$ cat src/rtl/core/uwts_pkg.sv
// Shared types, constants and the whitespace classifier for the UTF-8
// whitespace trim scanner. No dependencies.
package uwts_pkg;

    localparam logic [15:0] MAX_BYTES = 16'd65535;

    localparam logic [7:0] LEAD2_MASK  = 8'hE0;
    localparam logic [7:0] LEAD2_CODE  = 8'hC0;
    localparam logic [7:0] LEAD3_MASK  = 8'hF0;
    localparam logic [7:0] LEAD3_CODE  = 8'hE0;
    localparam logic [7:0] LEAD4_MASK  = 8'hF8;
    localparam logic [7:0] LEAD4_CODE  = 8'hF0;
    localparam logic [7:0] CONT_MASK   = 8'hC0;
    localparam logic [7:0] CONT_CODE   = 8'h80;

    typedef logic [20:0] cp_t;
    typedef logic [2:0][7:0] pend_t;

    typedef struct packed {
        logic [15:0] byte_count;
        logic [1:0]  pend_cnt;
        logic [2:0]  seq_w;
        cp_t         cp;
        logic        found;
        logic [15:0] first_off;
        logic [15:0] last_end;
        logic        overflowed;
    } scan_state_t;

    typedef struct packed {
        logic [15:0] span_start;
        logic [15:0] span_length;
        logic        all_blank;
        logic        too_long;
    } span_t;

    function automatic logic is_blank(input cp_t cp);
        return (cp >= 21'h09 && cp <= 21'h0D) || (cp >= 21'h1C && cp <= 21'h20) ||
               cp == 21'h85 || cp == 21'hA0 || cp == 21'h1680 ||
               (cp >= 21'h2000 && cp <= 21'h200A) || cp == 21'h2028 ||
               cp == 21'h2029 || cp == 21'h202F || cp == 21'h205F ||
               cp == 21'h3000;
    endfunction

endpackage

$ cat src/rtl/core/utf8_whitespace_trim_scanner.sv
// Top level of the UTF-8 whitespace trim scanner: input register, scanner
// state, pending byte store and result register. Depends on uwts_pkg and
// uwts_scan_step.
//
// Usage:
//   Input channel (text_valid/text_ready) carries one string byte per
//   transaction in text_byte; is_final marks the last byte of a string.
//   Output channel (span_valid/span_ready) carries one transaction per
//   string: span_start, span_length, all_blank, too_long.
//   One byte per cycle sustained. A byte is registered at acceptance and
//   resolved in the following cycle unless it is a final byte that waits;
//   the result of a final byte is registered when that byte is resolved.
//   Scanner state clears after each final byte, so strings follow each
//   other with no gap. Throughput is set by the combinational state update
//   in uwts_scan_step. When span_ready is low with a result held, non-final
//   bytes still advance; a final byte waits in the input register, and
//   text_ready drops only while it waits.
//   Reset clears all control state and scanner counters; no clearing
//   pass is needed and bytes are taken right after reset.
module utf8_whitespace_trim_scanner (
    input  logic        clk,
    input  logic        rst_n,
    input  logic        text_valid,
    output logic        text_ready,
    input  logic [7:0]  text_byte,
    input  logic        is_final,
    output logic        span_valid,
    input  logic        span_ready,
    output logic [15:0] span_start,
    output logic [15:0] span_length,
    output logic        all_blank,
    output logic        too_long
);

    logic                  in_valid_reg;
    logic [7:0]            byte_reg;
    logic                  final_reg;
    uwts_pkg::scan_state_t state_reg;
    uwts_pkg::scan_state_t state_next;
    uwts_pkg::pend_t       pend_reg;
    logic                  out_valid_reg;
    uwts_pkg::span_t       span_reg;
    uwts_pkg::span_t       span_next;
    logic                  pend_we;
    logic [1:0]            pend_idx;
    logic                  step_go;
    logic                  take;

    assign step_go    = in_valid_reg && !(final_reg && out_valid_reg && !span_ready);
    assign text_ready = !in_valid_reg || step_go;
    assign take       = text_valid && text_ready;

    uwts_scan_step u_step (
        .cur       (state_reg),
        .pend      (pend_reg),
        .text_byte (byte_reg),
        .is_final  (final_reg),
        .nxt       (state_next),
        .pend_we   (pend_we),
        .pend_idx  (pend_idx),
        .span      (span_next)
    );

    always_ff @(posedge clk or negedge rst_n)
    begin
        if (!rst_n)
        begin
            in_valid_reg  <= 1'b0;
            out_valid_reg <= 1'b0;
            state_reg     <= '0;
        end
        else
        begin
            if (take)
            begin
                in_valid_reg <= 1'b1;
            end
            else if (step_go)
            begin
                in_valid_reg <= 1'b0;
            end
            if (step_go)
            begin
                state_reg <= state_next;
            end
            if (step_go && final_reg)
            begin
                out_valid_reg <= 1'b1;
            end
            else if (span_ready)
            begin
                out_valid_reg <= 1'b0;
            end
        end
    end

    always_ff @(posedge clk)
    begin
        if (take)
        begin
            byte_reg  <= text_byte;
            final_reg <= is_final;
        end
        if (step_go && pend_we)
        begin
            pend_reg[pend_idx] <= byte_reg;
        end
        if (step_go && final_reg)
        begin
            span_reg <= span_next;
        end
    end

    assign span_valid  = out_valid_reg;
    assign span_start  = span_reg.span_start;
    assign span_length = span_reg.span_length;
    assign all_blank   = span_reg.all_blank;
    assign too_long    = span_reg.too_long;

endmodule

$ cat src/rtl/core/uwts_scan_step.sv
// One byte of decode and trim bookkeeping: next scanner state and span.
// Depends on uwts_pkg.
module uwts_scan_step (
    input  uwts_pkg::scan_state_t cur,
    input  uwts_pkg::pend_t       pend,
    input  logic [7:0]            text_byte,
    input  logic                  is_final,
    output uwts_pkg::scan_state_t nxt,
    output logic                  pend_we,
    output logic [1:0]            pend_idx,
    output uwts_pkg::span_t       span
);

    logic        sat;
    logic [15:0] pos;
    logic        is_cont;
    logic        open_seq;
    logic        extend;
    logic        complete;
    logic [2:0]  lead_w;
    uwts_pkg::cp_t lead_bits;
    uwts_pkg::cp_t new_cp;
    logic        flush_old;
    logic [4:0]  act;
    logic [4:0]  blank;
    logic [4:0]  nb;
    logic [15:0] off [5];
    logic [15:0] fin [5];
    logic [15:0] first_cand;
    logic [15:0] last_cand;
    logic        found_n;
    logic [15:0] first_n;
    logic [15:0] last_n;
    logic        ovf_n;

    assign sat      = (cur.byte_count == uwts_pkg::MAX_BYTES);
    assign pos      = sat ? uwts_pkg::MAX_BYTES : cur.byte_count;
    assign is_cont  = ((text_byte & uwts_pkg::CONT_MASK) == uwts_pkg::CONT_CODE);
    assign open_seq = (cur.pend_cnt != 2'd0);
    assign extend   = open_seq && is_cont;
    assign complete = (({1'b0, cur.pend_cnt} + 3'd1) >= cur.seq_w);
    assign new_cp   = {cur.cp[14:0], text_byte[5:0]};

    always_comb
    begin
        lead_w    = 3'd0;
        lead_bits = '0;
        priority if ((text_byte & uwts_pkg::LEAD2_MASK) == uwts_pkg::LEAD2_CODE)
        begin
            lead_w    = 3'd2;
            lead_bits = {16'd0, text_byte[4:0]};
        end
        else if ((text_byte & uwts_pkg::LEAD3_MASK) == uwts_pkg::LEAD3_CODE)
        begin
            lead_w    = 3'd3;
            lead_bits = {17'd0, text_byte[3:0]};
        end
        else if ((text_byte & uwts_pkg::LEAD4_MASK) == uwts_pkg::LEAD4_CODE)
        begin
            lead_w    = 3'd4;
            lead_bits = {18'd0, text_byte[2:0]};
        end
        else
        begin
            lead_w    = 3'd0;
            lead_bits = '0;
        end
    end

    // Slots in byte order: three flushed pending bytes, the byte itself,
    // then a completed multibyte character.
    assign flush_old = open_seq && (!is_cont || (is_final && !complete));

    always_comb
    begin
        for (int i = 0; i < 3; i++)
        begin
            act[i]   = flush_old && (i < int'(cur.pend_cnt));
            blank[i] = uwts_pkg::is_blank({13'd0, pend[i]});
            off[i]   = pos - {14'd0, cur.pend_cnt} + 16'(i);
            fin[i]   = off[i] + 16'd1;
        end
        act[3]   = is_final ? !(extend && complete)
                            : (!extend && (lead_w == 3'd0));
        blank[3] = uwts_pkg::is_blank({13'd0, text_byte});
        off[3]   = pos;
        fin[3]   = pos + 16'd1;
        act[4]   = extend && complete;
        blank[4] = uwts_pkg::is_blank(new_cp);
        off[4]   = pos + 16'd1 - {13'd0, cur.seq_w};
        fin[4]   = pos + 16'd1;
        nb       = act & ~blank;
    end

    always_comb
    begin
        first_cand = '0;
        last_cand  = '0;
        for (int i = 4; i >= 0; i--)
        begin
            if (nb[i])
            begin
                first_cand = off[i];
            end
        end
        for (int i = 0; i < 5; i++)
        begin
            if (nb[i])
            begin
                last_cand = fin[i];
            end
        end
    end

    assign found_n = cur.found || (nb != 5'd0);
    assign first_n = cur.found ? cur.first_off : first_cand;
    assign last_n  = (nb != 5'd0) ? last_cand : cur.last_end;
    assign ovf_n   = cur.overflowed || sat;

    always_comb
    begin
        pend_we  = 1'b0;
        pend_idx = '0;
        nxt      = '0;
        if (!is_final)
        begin
            nxt.byte_count = sat ? cur.byte_count : cur.byte_count + 16'd1;
            nxt.found      = found_n;
            nxt.first_off  = first_n;
            nxt.last_end   = last_n;
            nxt.overflowed = ovf_n;
            if (extend)
            begin
                pend_we  = (cur.pend_cnt != 2'd3);
                pend_idx = cur.pend_cnt;
                if (!complete)
                begin
                    nxt.pend_cnt = cur.pend_cnt + 2'd1;
                    nxt.seq_w    = cur.seq_w;
                    nxt.cp       = new_cp;
                end
            end
            else if (lead_w != 3'd0)
            begin
                pend_we      = 1'b1;
                pend_idx     = 2'd0;
                nxt.pend_cnt = 2'd1;
                nxt.seq_w    = lead_w;
                nxt.cp       = lead_bits;
            end
        end
    end

    assign span.span_start  = found_n ? first_n : 16'd0;
    assign span.span_length = found_n ? (last_n - first_n) : 16'd0;
    assign span.all_blank   = !found_n;
    assign span.too_long    = ovf_n;

endmodule

$ cat config.mk
export PLATFORM = sky130hd
export DESIGN_NAME = utf8_whitespace_trim_scanner
export DESIGN_NICKNAME = d
export VERILOG_FILES = /design/src/rtl/core/uwts_pkg.sv /design/src/rtl/core/utf8_whitespace_trim_scanner.sv /design/src/rtl/core/uwts_scan_step.sv
export SDC_FILE = /design/constraint.sdc
export NUM_CORES = 1
export LEC_CHECK = 0
export BUFFER_PORTS_ARGS = -buffer_cell sky130_fd_sc_hd__buf_2
export CORE_MARGIN = 2
export CORE_UTILIZATION = 50
export DETAILED_ROUTE_END_ITERATION = 6
export HOLD_SLACK_MARGIN = 0.03
export PLACE_DENSITY = 0.67
export SLEW_MARGIN = 20
export SYNTH_ARGS = -nofsm -noshare
export SYNTH_HDL_FRONTEND = slang
export SYNTH_SLANG_ARGS = --single-unit
$ cat constraint.sdc
create_clock -name clk -period 7.7 [get_ports clk]
set_input_delay 0.385 -clock clk [delete_from_list [all_inputs] [get_ports clk]]
set_output_delay 0.385 -clock clk [all_outputs]
set_load 0.005 [all_outputs]
==> summary.txt, run 1 <==
Final layout
  • Layout cells sized above 1: 13.9%
  • Post-layout nets: 1270
  • Number of diodes: 0
  • Area grow syn2layout: 11.4%
  • Final cell count without fillers: 1504
  • Max FFs per register: 70

Global route
  • First-pass GRT wire length: 47.6 mm
  • Grt ovf: 0
  • GRT Total Usage: 27.5%
  • Initial antenna violation count: 0
  • Largest net degree at the start of global routing: 53
  • Vias in the first global route: 9001

Hold path
  • Hold crit path type: in -> reg

Floorplanning
  • Die W: 148 um
  • FP Rows: 52
  • DIE AREA: 22000 sq um
  • Core Footprint: 20400 sq um
  • Initial core utilization: about half
  • Die extent in y: 148 um
  • IO Pins: 49

Setup path
  • Crit Path Category: reg -> reg
  • Max FO, Critical Path: 9
  • Endpoint class of the critical path: register
  • Critical Path RT: 7920 ps
  • Startpoint types: register
  • CP Data Arrival Time: 7330 ps

Placed design
  • Count of input and output buffers: 48
  • # placed instances: 1471
  • Hpwl dp: 21.6 mm
  • GP Congestion: around 0.93

Pwr
  • Max IR drop VDD: between 150 and 200 uV
  • Pwr Density: 213 nW/um^2
  • Leakage: 4.48 nW

Timing
  • Final Max Slew Viols: 0
  • Sum Neg Setup Slack: 0 ps
  • Worst-margin pin slew: 977 ps
  • Period utilisation layout: 92.4%
  • Max Fclk: between 100 and 150 MHz
  • # setup viols final: 0
  • Slew headroom: 34.8%
  • Fin. Hold Viols: 0
  • Fin crit period: 7110 ps
  • Clock skew: 13.3 ps

Drt
  • DR vias: 9387
  • Post-Route WL: 29.6 mm
  • Vias/cell: 6.24
  • Drc violations: 0
  • DRT iter0 DRCs: 710
  • 1st-pass router iterations: 5
  • Post-DRT Antenna Nets: 0
  • Routed len/inst: 19.7 um

Clock tree
  • CTS tree: built
  • Root Driver: clkbuf_16
  • CTS max path bufs: 2
  • Htree depth: 4
  • Post-CTS Setup Bufs: 0
  • TritonCTS Sinks: 139
  • Cts bufs inserted: 17
  • Worst-path clk slew: roughly 70 ps
  • Clk Latency, worst-skew pair: 430 ps

Logic synthesis
  • Xor and xnor fraction of the mapped netlist area: between 7 and 8%
  • Mux contribution to synthesized area: 1.56%
  • Syn avg cell area: 8.74 sq um
  • Compound-gate portion of the synthesized area: 22.2%
  • Dominant synthesized flop cell: dfrtp_1
  • Part of the Yosys area used for sequential elements: 36.6%
  • Top cells by area, synth: edfxtp_1 19%, dfrtp_1 17%, xnor2_1 5.0%
  • Netlist Area Pre-Place: 10400 sq um
  • Async S/R FF share, synth: between 50 and 60%
  • Syn nets: 1242
  • #FFs+latches synth: about 140
  • Yosys top cell by area: edfxtp_1
  • Post-synthesis simple-gate area fraction: between 20 and 25%
  • Post-synth top area share: 19.3%
  • Distinct cells, synth: 90
  • Synth warn: 0
  • EDFF count, synth: between 60 and 70
  • Synth Instances: 1193
  • Post-Synth Adder-Cell Area: 4.53%
  • Main combinational cell family by area after synthesis: simple AND/OR/NAND/NOR gates

Run
  • Max Cap Violations: 0

Status
  • Status: completed
stage by stage:
stage	utilization, %	area [sq um]	worst slack [ps]	total power [W]	hold slack, ps
6_report	57.0	11600	587	0.00247	127
5_1_grt	57.0	11600	-69.4	0.00260	113
4_1_cts	56.8	11600	12.2	0.00246	115
3_5_place_dp	53.9	11000	51.3	0.00164	318
3_3_place_gp	53.9	11000	445	0.00163	317
2_1_floorplan	-	10400	1220	0.00144	89.4
path summary, 6_finish.rpt:
kind	start	endpoint	slack, ps	cells after the start
min in group asynchronous	rst_n	state_reg[0]	400	2
worst max-delay path	state_reg[60]	span_length[14]	590	27
worst max register to register	state_reg[60]	span_length[14]	590	27
worst min register to register	state_reg[19]	state_reg[19]	480	2
worst min-delay path	is_final	final_reg	130	1
max in group asynchronous	rst_n	state_reg[26]	6280	3
where the power goes:
group	internal, W	leakage (nW)	switching, W
Sequential	0.000853	1.61	0.0000370
Combinational	0.000296	2.59	0.000467
Clock	0.000447	0.280	0.000369
synthesized netlist by cell type (5+ instances only):
library cell / count
a31oi_1: 10
a21oi_1: 55
inv_1: 48
a21o_1: 6
o31ai_1: 6
and2_1: 9
edfxtp_1: 67
clkbuf_1: 62
and3_1: 10
nand2b_1: 18
mux2i_1: 8
nand3_1: 31
or3_1: 13
o21ai_0: 86
ha_1: 33
nor2b_1: 10
nor2_1: 115
o21a_1: 10
or2_2: 8
nand2_1: 118
xnor2_1: 59
a221oi_1: 9
a22o_1: 32
o221ai_1: 7
nor4_1: 17
and4_1: 5
nor3_1: 40
mux2_2: 6
nor3b_1: 5
buf_2: 7
dfrtp_1: 72
a221o_1: 5
a211oi_1: 11
o22ai_1: 6
or4_1: 8
nand4_1: 16
o211ai_1: 20
nor4b_1: 5
xor2_1: 30
o31a_1: 10
o2111ai_1: 6
layout by cell type, fill, tap and decap left out, types with 13 or more instances in the layout:
master / count
a21oi_1: 55
a22o_1: 32
buf_2: 47
buf_4: 38
clkbuf_16: 18
dfrtp_1: 70
edfxtp_1: 67
ha_1: 31
inv_1: 47
nand2_1: 118
nand2b_1: 18
nand3_1: 31
nand4_1: 16
nor2_1: 114
nor3_1: 40
nor4_1: 17
o211ai_1: 20
o21ai_0: 84
or3_1: 13
xnor2_1: 58
xor2_1: 29
final cells by class:
cell class,instances,area (sq um)
fillers,1832,8750
well taps,270,338
inverters,50,188
multi-input cells,927,6170
clock inverters,13,121
clock buffers,19,454
flip-flops and latches,139,3820
repair buffers,86,531
routing by layer:
metal / part of all wire (%) / GRT usage (%) / wire length [um] / vias up
met1: 43 / 34.8 / 12700 / 4566
met5: 0 / 0 / 0 / -
met2: 49 / 47.1 / 14500 / 274
met4: 4.0 / 11.9 / 1190 / 0
li1: - / - / - / 4473
met3: 4.0 / 3.74 / 1200 / 74
critical path, stage by stage, from the launching register on:
cell	delay [ps]
dfrtp_2	440
ha_2	260
nand4_1	200
or4_4	540
nand2b_1	160
inv_1	80
ha_1	220
fa_1	540
inv_2	190
ha_2	270
inv_1	110
nand2_1	80
o211ai_1	100
xnor2_1	340
nand3_1	230
nor3_1	480
xnor2_1	110
a211oi_1	230
o21ai_0	120
a22o_1	220
ha_1	320
o21ai_1	130
a21oi_1	130
o21ai_0	220
a21boi_0	200
o41ai_2	280
mux2_2	370
a2111oi_1	320
timing repair:
action	4_1_cts	5_1_grt
resized for setup	0	15
hold buffers	1	0
endpoints found under the setup margin	0	4
hold endpoints to repair	20	0
cell families (layout without fill, tap and decap cells):
kind of cell | Yosys count | count (layout)
mux | 15 | 15
simple gates | 456 | 456
compound gates | 330 | 330
xor+xnor | 90 | 90
fa+ha+maj | 36 | 36
buf+inv | 127 | 168
flops | 139 | 139
Note: power is estimated with default switching activity, not from simulation.
==> run 2: changes to the inputs <==
--- a/config.mk
+++ b/config.mk
@@ -6,8 +6,9 @@
 export NUM_CORES = 1
 export LEC_CHECK = 0
 export BUFFER_PORTS_ARGS = -buffer_cell sky130_fd_sc_hd__buf_2
-export CORE_MARGIN = 2
+export CORE_MARGIN = 3
 export CORE_UTILIZATION = 50
+export CTS_BUF_LIST = sky130_fd_sc_hd__clkbuf_8
 export DETAILED_ROUTE_END_ITERATION = 6
 export HOLD_SLACK_MARGIN = 0.03
 export PLACE_DENSITY = 0.67
==> summary.txt, run 2 (synthesis results as in run 1) <==
Status
  • Status: completed

Clock tree
  • TritonCTS Sinks: roughly 140
  • Cts bufs inserted: 17
  • Root Driver: clkbuf_8
  • Htree depth: 4
  • Worst-path clk slew: 100 ps
  • Post-CTS Setup Bufs: 0
  • CTS max path bufs: 2
  • Clk Latency, worst-skew pair: about 470 ps
  • CTS tree: built

Floorplanning
  • IO Pins: 49
  • Core Footprint: 20400 sq um
  • DIE AREA: 22600 sq um
  • Die extent in y: 150 um
  • Die W: 150 um
  • Initial core utilization: 51.2%
  • FP Rows: 52

Drt
  • Routed len/inst: 19.8 um
  • DR vias: ~9500
  • Post-Route WL: 29.8 mm
  • Drc violations: 0
  • DRT iter0 DRCs: 782
  • 1st-pass router iterations: 5
  • Vias/cell: ~6.3
  • Post-DRT Antenna Nets: 0

Global route
  • M1 GR Usage: between 30% and 40%
  • Met3 usage: 4.09%
  • Largest net degree at the start of global routing: 73
  • Gr busiest metal: met2
  • First-pass GRT wire length: 47.3 mm
  • Initial antenna violation count: 1
  • Vias in the first global route: approximately 9000
  • Grt ovf: 0
  • GRT Total Usage: about a quarter
  • GRT met2 Usage: ~44%

Placed design
  • Hpwl dp: roughly 21 mm
  • GP Congestion: 0.925
  • # placed instances: 1468
  • Count of input and output buffers: 48

Setup path
  • Worst path depth: 29
  • Crit Path Category: reg -> reg
  • Slowest-stage cell, CP: fa_1
  • R2r worst-path depth: 29
  • CP peak stage delay: ~550 ps
  • Critical Path RT: 7960 ps
  • Crit path max-delay family: compound AO/OA/AOI/OAI gates
  • Max FO, Critical Path: 9
  • Bufs and invs on worst path: 3
  • CP Data Arrival Time: about 7400 ps
  • Endpoint class of the critical path: register
  • Worst R2R Setup Slack: between 500 and 600 ps
  • Startpoint types: register

Pwr
  • Pwr Density: about 200 nW/um^2
  • Gate power share: 33.2%
  • Switch share: 37.0%
  • Max IR drop VDD: 122 uV
  • Pwr Total: 0.00230 W
  • Clk pwr share: between 20% and 30%
  • Leakage: about 4.4 nW
  • Sw Pwr: 0.000850 W
  • P_int: around 0.0014 W
  • Sequential power share: between 30% and 40%

Final layout
  • Final cell count without fillers: 1502
  • Final core utilization: 56.3%
  • Area grow syn2layout: 9.91%
  • Number of diodes: 0
  • Layout cells sized above 1: around 14%
  • Post-layout nets: 1268
  • Max FFs per register: 70
  • Most frequent cells in the layout: 118 x nand2_1, 114 x nor2_1, 84 x o21ai_0
  • Most common cell after layout, fill and taps aside: nand2_1

Timing
  • Period utilisation layout: 92.3%
  • Fin crit period: 7100 ps
  • # setup viols final: 0
  • Max Fclk: ~140 MHz
  • Fin. Hold Viols: 0
  • Final Max Slew Viols: 0
  • Worst Hold Slack: 85.0 ps
  • Clock skew: approximately 19 ps
  • Slew headroom: 31.8%
  • Sum Neg Setup Slack: 0 ps
  • Worst-margin pin slew: between 1000 and 1500 ps

Run
  • Max Cap Violations: 0

Hold path
  • Hold Path Stages: 1
  • Hold crit path type: in -> reg
==> run 2: worst paths after layout <==
check / endpoint / from
worst max-delay path: span_length[14] / state_reg[60]
worst min-delay path: final_reg / is_final
worst max register to register: span_length[14] / state_reg[60]
worst min register to register: state_reg[19] / state_reg[19]
max in group asynchronous: state_reg[9] / rst_n
min in group asynchronous: state_reg[0] / rst_n
==> run 2: what timing repair did <==
item	4_1_cts	5_1_grt
endpoints found under the hold margin	0	18
resized for setup	0	15
hold buffers	0	1
endpoints found under the setup margin	0	4
==> run 2: through the flow <==
step / instance area (sq um) / setup WS (ps)
6_report: 11500 / 596
5_1_grt: 11500 / -11.8
4_1_cts: 11400 / 213
3_5_place_dp: 11000 / 301
3_3_place_gp: 11000 / 512
2_1_floorplan: 10400 / 1220
==> run 2: cell type report <==
class / instances / area, sq um
Fill cell: 1867 / 8900
Multi-Input combinational cell: 927 / 6170
Sequential cell: 139 / 3820
Tap cell: 270 / 338
Timing Repair Buffer: 84 / 536
Clock buffer: 17 / 234
Inverter: 50 / 188
Clock inverter: 15 / 181
==> run 2: power by group through the flow <==
| stage | combinational (W) | sequential (W) | clock [W] |
|---|---|---|---|
| after detailed placement | 0.000740 | 0.000903 | 0 |
| after floorplan | 0.000543 | 0.000894 | 0 |
| final | 0.000762 | 0.000888 | 0.000648 |
| after global placement | 0.000728 | 0.000901 | 0 |
| after CTS | 0.000744 | 0.000887 | 0.000658 |
| after global routing | 0.000850 | 0.000895 | 0.000688 |
==> run 2: metal layers <==
layer / up-vias / share of wire, %
li1: 4470 / -
met1: 4554 / 42
met2: 351 / 48
met3: 86 / 5.4
met4: 0 / 4.9
met5: - / 0
